--- src/rtl/core/ciq_pkg.sv ---
`default_nettype none
// ----------------------------------------------------------------------------
// ciq_pkg
// Types, widths and codes shared by the CAN identifier queue and its cells.
// ----------------------------------------------------------------------------
package ciq_pkg;

  // ring size; the chain holds one entry less than the ring
  localparam int DEPTH   = 16;
  localparam int NCELL   = DEPTH - 1;
  localparam int HDL_W   = 8;
  localparam int ID_W    = 29;
  localparam int CAP_W   = 5;
  localparam int OCC_W   = 4;
  localparam int KIND_W  = 2;
  localparam int STAT_W  = 2;
  localparam int CFG_A_W = 2;

  // command kinds
  localparam logic [KIND_W-1:0] KIND_ADD   = 2'd0;
  localparam logic [KIND_W-1:0] KIND_READ  = 2'd1;
  localparam logic [KIND_W-1:0] KIND_CLEAR = 2'd2;
  localparam logic [KIND_W-1:0] KIND_NONE  = 2'd3;

  // result status codes
  localparam logic [STAT_W-1:0] ST_OK    = 2'd0;
  localparam logic [STAT_W-1:0] ST_FULL  = 2'd1;
  localparam logic [STAT_W-1:0] ST_EMPTY = 2'd2;

  // configuration register indexes
  localparam logic [CFG_A_W-1:0] CFG_MODE = 2'd0;
  localparam logic [CFG_A_W-1:0] CFG_CAP  = 2'd1;

  // capacity limits
  localparam logic [CAP_W-1:0] CAP_MIN = CAP_W'(2);
  localparam logic [CAP_W-1:0] CAP_MAX = CAP_W'(DEPTH);

  // cell operations
  localparam logic [1:0] OP_HOLD   = 2'd0;
  localparam logic [1:0] OP_INSERT = 2'd1;
  localparam logic [1:0] OP_SHIFT  = 2'd2;
  localparam logic [1:0] OP_CLEAR  = 2'd3;

  // one queued entry
  typedef struct packed {
    logic             valid;
    logic [HDL_W-1:0] handle;
    logic [ID_W-1:0]  id;
  } entry_t;

  // control broadcast to every cell
  typedef struct packed {
    logic [1:0]       op;
    logic             prio;
    logic [HDL_W-1:0] handle;
    logic [ID_W-1:0]  id;
  } cell_ctl_t;

endpackage : ciq_pkg
`default_nettype wire

--- src/rtl/core/ciq_cell.sv ---
`default_nettype none
// ----------------------------------------------------------------------------
// ciq_cell
// One slot of the queue chain. Compares its identifier with the incoming one,
// takes its left neighbor on an insert above it, its right neighbor on a pop.
// ----------------------------------------------------------------------------
module ciq_cell
  import ciq_pkg::*;
(
  input  wire logic      clk,
  input  wire logic      rst_n,
  input  wire cell_ctl_t ctl,
  input  wire entry_t    left_entry,
  input  wire logic      left_gt,
  input  wire entry_t    right_entry,
  output entry_t         entry,
  output logic           gt,
  output logic           dup
);

  logic             valid_r;
  logic [HDL_W-1:0] handle_r;
  logic [ID_W-1:0]  id_r;
  entry_t           cur;
  entry_t           entry_nxt;

  // current slot contents
  assign cur = '{valid: valid_r, handle: handle_r, id: id_r};

  // slot is at or past the insert point: empty, or in priority mode holds a larger id
  assign gt  = !cur.valid || (ctl.prio && (cur.id > ctl.id));
  assign dup = ctl.prio && cur.valid && (cur.id == ctl.id);
  assign entry = cur;

  // next slot contents
  always_comb begin
    entry_nxt = cur;
    unique case (ctl.op)
      OP_INSERT: begin
        if (left_gt) begin
          entry_nxt = left_entry;
        end else if (gt) begin
          entry_nxt.valid  = 1'b1;
          entry_nxt.handle = ctl.handle;
          entry_nxt.id     = ctl.id;
        end
      end
      OP_SHIFT: entry_nxt = right_entry;
      OP_CLEAR: entry_nxt.valid = 1'b0;
      default:  entry_nxt = cur;
    endcase
  end

  // valid flag
  always_ff @(posedge clk) begin
    if (!rst_n) begin
      valid_r <= 1'b0;
    end else begin
      valid_r <= entry_nxt.valid;
    end
  end

  // payload
  always_ff @(posedge clk) begin
    handle_r <= entry_nxt.handle;
    id_r     <= entry_nxt.id;
  end

endmodule : ciq_cell
`default_nettype wire

--- src/rtl/core/can_id_priority_queue_unit.sv ---
`default_nettype none
// ----------------------------------------------------------------------------
// can_id_priority_queue_unit
// Transmit queue of message handles tagged with CAN identifiers, kept as a
// chain of slots: FIFO order or ascending identifier order with duplicates
// dropped. Slot 0 is the front of the queue.
// ----------------------------------------------------------------------------
// The result strobe is registered: it comes in the cycle after the command is accepted.
// Throughput: one command per cycle; every slot compares in parallel and the
// whole chain shifts in the same cycle, so busy stays low.
// Reset: synchronous, active low; queue empty, FIFO mode, capacity 16.
// The result is shown for one cycle only; the receiver cannot stall it.
module can_id_priority_queue_unit
  import ciq_pkg::*;
(
  input  wire logic               clk,
  input  wire logic               rst_n,
  // command channel
  input  wire logic               start,
  output logic                    busy,
  input  wire logic [KIND_W-1:0]  in_kind,
  input  wire logic [HDL_W-1:0]   in_item_handle,
  input  wire logic [ID_W-1:0]    in_can_id,
  // result channel
  output logic                    out_strobe,
  output logic [STAT_W-1:0]       out_status,
  output logic                    out_duplicate_dropped,
  output logic [HDL_W-1:0]        out_handle,
  output logic [ID_W-1:0]         out_can_id,
  output logic [OCC_W-1:0]        out_occupancy,
  // configuration channel
  input  wire logic               cfg_valid,
  output logic                    cfg_ready,
  input  wire logic [CFG_A_W-1:0] cfg_index,
  input  wire logic [CAP_W-1:0]   cfg_data
);

  logic             mode_r, mode_nxt;
  logic [CAP_W-1:0] cap_r, cap_nxt;
  logic [OCC_W-1:0] count_r, count_nxt;

  logic              strobe_r;
  logic [STAT_W-1:0] status_r, status_nxt;
  logic              dup_r, dup_nxt;
  logic [HDL_W-1:0]  hdl_r, hdl_nxt;
  logic [ID_W-1:0]   id_r, id_nxt;
  logic [OCC_W-1:0]  occ_r;

  cell_ctl_t        ctl;
  entry_t           cell_q [NCELL];
  logic [NCELL-1:0] gt_vec;
  logic [NCELL-1:0] dup_vec;

  logic accept;
  logic cfg_wr;
  logic full;
  logic any_dup;

  assign busy      = 1'b0;
  assign cfg_ready = 1'b1;
  assign accept    = start && !busy;
  assign cfg_wr    = cfg_valid && cfg_ready;
  assign any_dup   = |dup_vec;
  assign full      = ({1'b0, count_r} == CAP_W'(cap_r - CAP_W'(1)));

  // configuration registers, capacity clamped to the ring limits
  always_comb begin
    mode_nxt = mode_r;
    cap_nxt  = cap_r;
    if (cfg_wr) begin
      if (cfg_index == CFG_MODE) begin
        mode_nxt = cfg_data[0];
      end else if (cfg_index == CFG_CAP) begin
        if (cfg_data < CAP_MIN) begin
          cap_nxt = CAP_MIN;
        end else if (cfg_data > CAP_MAX) begin
          cap_nxt = CAP_MAX;
        end else begin
          cap_nxt = cfg_data;
        end
      end
    end
  end

  // command decode: chain operation, count and result
  always_comb begin
    ctl.op     = OP_HOLD;
    ctl.prio   = mode_r;
    ctl.handle = in_item_handle;
    ctl.id     = in_can_id;
    count_nxt  = count_r;
    status_nxt = ST_OK;
    dup_nxt    = 1'b0;
    hdl_nxt    = '0;
    id_nxt     = '0;
    if (cfg_wr && (cfg_index == CFG_MODE || cfg_index == CFG_CAP)) begin
      ctl.op    = OP_CLEAR;
      count_nxt = '0;
    end else if (accept) begin
      unique case (in_kind)
        KIND_ADD: begin
          if (any_dup) begin
            dup_nxt = 1'b1;
          end else if (full) begin
            status_nxt = ST_FULL;
          end else begin
            ctl.op    = OP_INSERT;
            count_nxt = OCC_W'(count_r + OCC_W'(1));
          end
        end
        KIND_READ: begin
          if (count_r == '0) begin
            status_nxt = ST_EMPTY;
          end else begin
            ctl.op    = OP_SHIFT;
            count_nxt = OCC_W'(count_r - OCC_W'(1));
            hdl_nxt   = cell_q[0].handle;
            id_nxt    = cell_q[0].id;
          end
        end
        KIND_CLEAR: begin
          ctl.op    = OP_CLEAR;
          count_nxt = '0;
        end
        default: ;
      endcase
    end
  end

  // chain of slots
  for (genvar i = 0; i < NCELL; i++) begin : g_cell
    entry_t left_e, right_e;
    logic   left_g;
    if (i == 0) begin : g_first
      assign left_e = '0;
      assign left_g = 1'b0;
    end else begin : g_mid
      assign left_e = cell_q[i-1];
      assign left_g = gt_vec[i-1];
    end
    if (i == NCELL - 1) begin : g_last
      assign right_e = '0;
    end else begin : g_inner
      assign right_e = cell_q[i+1];
    end
    ciq_cell u_cell (
      .clk         (clk),
      .rst_n       (rst_n),
      .ctl         (ctl),
      .left_entry  (left_e),
      .left_gt     (left_g),
      .right_entry (right_e),
      .entry       (cell_q[i]),
      .gt          (gt_vec[i]),
      .dup         (dup_vec[i])
    );
  end

  // control registers
  always_ff @(posedge clk) begin
    if (!rst_n) begin
      mode_r   <= 1'b0;
      cap_r    <= CAP_MAX;
      count_r  <= '0;
      strobe_r <= 1'b0;
    end else begin
      mode_r   <= mode_nxt;
      cap_r    <= cap_nxt;
      count_r  <= count_nxt;
      strobe_r <= accept;
    end
  end

  // result payload
  always_ff @(posedge clk) begin
    status_r <= status_nxt;
    dup_r    <= dup_nxt;
    hdl_r    <= hdl_nxt;
    id_r     <= id_nxt;
    occ_r    <= count_nxt;
  end

  assign out_strobe            = strobe_r;
  assign out_status            = status_r;
  assign out_duplicate_dropped = dup_r;
  assign out_handle            = hdl_r;
  assign out_can_id            = id_r;
  assign out_occupancy         = occ_r;

endmodule : can_id_priority_queue_unit
`default_nettype wire

--- config.mk ---
export PLATFORM = sky130hd
export DESIGN_NAME = can_id_priority_queue_unit
export DESIGN_NICKNAME = d
export VERILOG_FILES = /design/src/rtl/core/ciq_pkg.sv /design/src/rtl/core/ciq_cell.sv /design/src/rtl/core/can_id_priority_queue_unit.sv
export SDC_FILE = /design/constraint.sdc
export NUM_CORES = 2
export LEC_CHECK = 0
export ABC_AREA = 1
export BUFFER_PORTS_ARGS = -buffer_cell sky130_fd_sc_hd__buf_4
export CORE_ASPECT_RATIO = 0.9
export CORE_UTILIZATION = 40
export DETAILED_ROUTE_END_ITERATION = 16
export GPL_TIMING_DRIVEN = 0
export SLEW_MARGIN = 10
export SYNTH_ARGS = -nofsm -noshare
export SYNTH_HDL_FRONTEND = slang
export SYNTH_SLANG_ARGS = --single-unit
--- constraint.sdc ---
create_clock -name clk -period 4.9 [get_ports clk]
set_input_delay 0.49 -clock clk [delete_from_list [all_inputs] [get_ports clk]]
set_output_delay 0.49 -clock clk [all_outputs]
set_load 0.02 [all_outputs]
==> impl_metrics.ini <==
[outcome]
outcome = completed

[cts]
numCtsBuffers = 73
clock_tree_from_tritoncts = yes
buffers_inserted_by_post_cts_timing_repair = 0
clk_transition_reported_paths_ns = 0.06
post_cts_hold_buffer_count = 0
htree_levels = 3
cts_root_buffer = sky130_fd_sc_hd__clkbuf_16
cts_max_path_buffers = 3
numClockSinks = 625
clkLatencyLatePin_ns = 0.67

[logic_synthesis]
asyncSetResetFlopFracSynth = 0
synth_cell_types = 51
ys_seq_area_frac = 0.405
yosys-mux-area-fraction = 0
synthAdderAreaFrac = 0.124
synthesis.area_per_instance_um2 = 7.81
synth.cells.most_frequent = sky130_fd_sc_hd__nand2_1 (1,603), sky130_fd_sc_hd__inv_1 (645), sky130_fd_sc_hd__edfxtp_1 (555), sky130_fd_sc_hd__o21ai_0 (551), sky130_fd_sc_hd__ha_1 (443)
synth_largest_type_area_fraction = 0.374
yosysWarnings = 0
synth_compound_gate_area_share = 0.147
synthCells = 5708
synth_largest_area_cell = sky130_fd_sc_hd__edfxtp_1
ys_dominant_reg_cell = sky130_fd_sc_hd__edfxtp_1
syn-num-nets = 6201
synth-xor-area-share = 0.00157
synth_top_family_by_area = simple AND/OR/NAND/NOR gates
synth_enable_flop_cells = 555
yosys.cell_count.top_type = sky130_fd_sc_hd__nand2_1
postSynthRegisterBits = 625
synth_cell_area_um2 = 44600
simple_logic_cell_fraction_of_the_synthesized_area = 0.232
yosys-top-cells-area = sky130_fd_sc_hd__edfxtp_1 (37%), sky130_fd_sc_hd__nand2_1 (13%), sky130_fd_sc_hd__ha_1 (12%), sky130_fd_sc_hd__o21ai_0 (6.2%), sky130_fd_sc_hd__inv_1 (5.4%)

[pwr]
power.density_cell_area_nw_per_um2 = 421
max-vdd-ir-drop_mv = 0.310
overall_power_after_layout_mw = 21.2
leakage_power_nw = 23.1

[detailed_routing]
drt_pass1_iterations = 6
drt_first_iter_violations = 5686
route.antenna.remaining_nets = 0
m1WireLength_um = 75100
total_number_of_vias = 42900
routedWlPerCell_um = 25.7
postRouteWirelength_um = 190000
met3RoutedLength_um = 21900
wl_met2_um = 82700
top_signal_layer_used = met5
post-route-drc-count = 0
via_per_inst = 5.81

[setup_path]
critical_path.max_fanout = 22
crit_path_start_kind = input port
worst_ep_required_time_ns = 5.37
setup.worst_path.end_class = flop
setup.reg_to_reg.worst_slack_ns = 0.13
cp.arrival_ns = 5.27
critPathKind = in -> reg

[timing]
fin_skew_ns = 0.0263
finalHoldViolCount = 0
layout_worst_path_cycle_share = 0.980
timing.final.crit_period_ns = 4.80
clock.fmax_mhz = 208
max_slew.worst_pin.slew_ns = 1.18
timing.slew.headroom = 0.207
rsz0062_at_grt = false
count_of_pins_over_their_slew_limit = 0
final-setup-viol-count = 0
timing.hold.ws_ns = 0.0895

[final_layout]
num-fill-cells = 11000
post_route_cells_drive_above_1_share = 0.0814
layout.nets = 6350
synthToLayoutAreaGrowth_pct = 12.9

[floorplan]
floorplan.initialDensity = 0.406
die_extent_in_x_um = 354
ioPinCount = 97
placement_rows = 115
die_height_um = 319
floorplan.core_area_um2 = 110000
full_die_area_um2 = 113000

[place]
gpl.final_weighted_congestion = 0.989
post-dp-hpwl_um = 144000
buffer_ports.inserted = 58

[global_route]
first_global_vias = 40100
grt_start_max_net_pins = 36
grt_antenna_before_repair = 12
global_route.overflow_total = 0
grtUsageTotal = 0.327
grt_first_pass_wirelength_um = 268000

[worst_hold_path]
min-delay-path-class = in -> reg

[flow_run]
max_capacitance_violation_count = 0
[timing repair]
| action | in CTS | in global routing |
|---|---|---|
| resized for setup | 122 | 54 |
| cloned | 0 | 0 |
| setup endpoints to repair | 1091 | 519 |
| pin swaps | 0 | 1 |
[report_power, final]
part | total (mW) | switching (mW) | internal [mW]
logic | 7.51 | 5.17 | 2.34
registers | 7.92 | 0.620 | 7.30
clock network | 5.77 | 2.52 | 3.25
[worst max-delay path, stage by stage]
cell and delay, ns:
sky130_fd_sc_hd__buf_4 0.36, sky130_fd_sc_hd__clkinv_8 0.28, sky130_fd_sc_hd__ha_1 0.41, sky130_fd_sc_hd__nand2_1 0.08, sky130_fd_sc_hd__nor2_1 0.04, sky130_fd_sc_hd__nand2_1 0.08, sky130_fd_sc_hd__nor2_1 0.05, sky130_fd_sc_hd__nand3b_1 0.13
sky130_fd_sc_hd__nand2_1 0.12, sky130_fd_sc_hd__nor2_4 0.21, sky130_fd_sc_hd__nand2_1 0.19, sky130_fd_sc_hd__inv_1 0.17, sky130_fd_sc_hd__nand3_1 0.09, sky130_fd_sc_hd__nand2_1 0.08, sky130_fd_sc_hd__nand3_1 0.06, sky130_fd_sc_hd__nand2_1 0.11
sky130_fd_sc_hd__inv_1 0.09, sky130_fd_sc_hd__ha_1 0.31, sky130_fd_sc_hd__inv_1 0.17, sky130_fd_sc_hd__clkbuf_4 0.31, sky130_fd_sc_hd__buf_2 0.26, sky130_fd_sc_hd__buf_4 0.31, sky130_fd_sc_hd__buf_2 0.30, sky130_fd_sc_hd__o211ai_1 0.29
sky130_fd_sc_hd__o21ai_0 0.21
[metal layers]
| layer | global-route usage | vias to the layer above |
|---|---|---|
| met2 | 0.500 | 2507 |
| met1 | 0.422 | 20200 |
| li1 | - | 19700 |
| met3 | 0.0896 | 492 |
| met5 | 0.00851 | - |
| met4 | 0.166 | 14 |
[layout make-up]
class / instances / area (um2) / share of cell area
diodes: 5 / 12.5 / 0.000248
plain buffers: 291 / 1690 / 0.0336
clock buffers: 93 / 2050 / 0.0407
clock inverters: 43 / 383 / 0.00760
inverters: 675 / 2900 / 0.0576
multi-input cells: 4117 / 22600 / 0.450
flip-flops and latches: 625 / 18100 / 0.359
well taps: 1462 / 1830 / 0.0363
repair buffers: 74 / 778 / 0.0155
[placed cells by master (no fill, tap or decap), types with 5 or more instances in the layout]
| cell type | n |
|---|---|
| sky130_fd_sc_hd__xor2_1 | 5 |
| sky130_fd_sc_hd__clkinv_2 | 13 |
| sky130_fd_sc_hd__o211ai_1 | 156 |
| sky130_fd_sc_hd__clkbuf_1 | 101 |
| sky130_fd_sc_hd__o21ai_0 | 551 |
| sky130_fd_sc_hd__inv_1 | 645 |
| sky130_fd_sc_hd__a22oi_1 | 5 |
| sky130_fd_sc_hd__clkinv_1 | 14 |
| sky130_fd_sc_hd__a21o_1 | 6 |
| sky130_fd_sc_hd__nor2_1 | 419 |
| sky130_fd_sc_hd__o21a_1 | 11 |
| sky130_fd_sc_hd__o22ai_2 | 33 |
| sky130_fd_sc_hd__buf_6 | 30 |
| sky130_fd_sc_hd__a21oi_1 | 271 |
| sky130_fd_sc_hd__nor3b_1 | 6 |
| sky130_fd_sc_hd__nand2_1 | 1603 |
| sky130_fd_sc_hd__and3_1 | 5 |
| sky130_fd_sc_hd__nand3b_1 | 11 |
| sky130_fd_sc_hd__nand3_1 | 324 |
| sky130_fd_sc_hd__clkbuf_2 | 35 |
| sky130_fd_sc_hd__nor2_4 | 8 |
| sky130_fd_sc_hd__edfxtp_1 | 555 |
| sky130_fd_sc_hd__dfxtp_1 | 70 |
| sky130_fd_sc_hd__clkinv_8 | 27 |
| sky130_fd_sc_hd__buf_4 | 118 |
| sky130_fd_sc_hd__clkbuf_16 | 79 |
| sky130_fd_sc_hd__nor4_1 | 13 |
| sky130_fd_sc_hd__nor4_2 | 5 |
| sky130_fd_sc_hd__buf_12 | 13 |
| sky130_fd_sc_hd__bufinv_16 | 5 |
| sky130_fd_sc_hd__buf_2 | 63 |
| sky130_fd_sc_hd__diode_2 | 5 |
| sky130_fd_sc_hd__nand4_1 | 52 |
| sky130_fd_sc_hd__nor3_1 | 59 |
| sky130_fd_sc_hd__ha_1 | 442 |
| sky130_fd_sc_hd__a21oi_4 | 7 |
| sky130_fd_sc_hd__o22ai_1 | 78 |
| sky130_fd_sc_hd__a31oi_1 | 6 |
| sky130_fd_sc_hd__clkbuf_4 | 7 |
| sky130_fd_sc_hd__buf_1 | 7 |
[final timing paths]
| check | cells past startpoint | from | end |
|---|---|---|---|
| worst max-delay path | 25 | in_can_id[14] | g_cell[8].u_cell.id_r[27]$_DFFE_PP_ |
| worst min-delay path | 3 | start | out_strobe$_SDFF_PN0_ |
| worst max register to register | 23 | g_cell[4].u_cell.id_r[8]$_DFFE_PP_ | g_cell[8].u_cell.id_r[27]$_DFFE_PP_ |
| worst min register to register | 2 | g_cell[0].u_cell.handle_r[7]$_DFFE_PP_ | out_handle[7]$_SDFF_PP0_ |
[state kept, by name (all words and copies together) (netlist names)]
register,count
g_cell.u_cell.id_r,435
g_cell.u_cell.handle_r,120
out_can_id,29
g_cell.u_cell.valid_r,15
out_handle,8
cap_r,5
count_r,4
out_occupancy,4
out_status,2
mode_r,1
out_duplicate_dropped,1
out_strobe,1
[through the flow]
stage                util  cell area [um2]  TNS [ns]  instances  setup WS [ns]
floorplan               -            44600   -168.19       5708         -0.481
global placement    0.426            46900  -4443.82       7228          -4.85
detailed placement  0.431            47400  -1838.78       7244          -2.74
CTS                 0.457            50200         0       7380       0.000552
global route        0.458            50300         0       7380        0.00327
finish              0.458            50400         0       7385         0.0960
[kinds of logic after synthesis]
family	Yosys count
adder cells (fa/ha/maj)	443
AND/OR/NAND/NOR	2523
buffers and inverters	966
flip-flops	625
other	2
AO/OA/AOI/OAI	1141
XOR/XNOR	8
No activity file was read; power rests on OpenSTA's default activity.
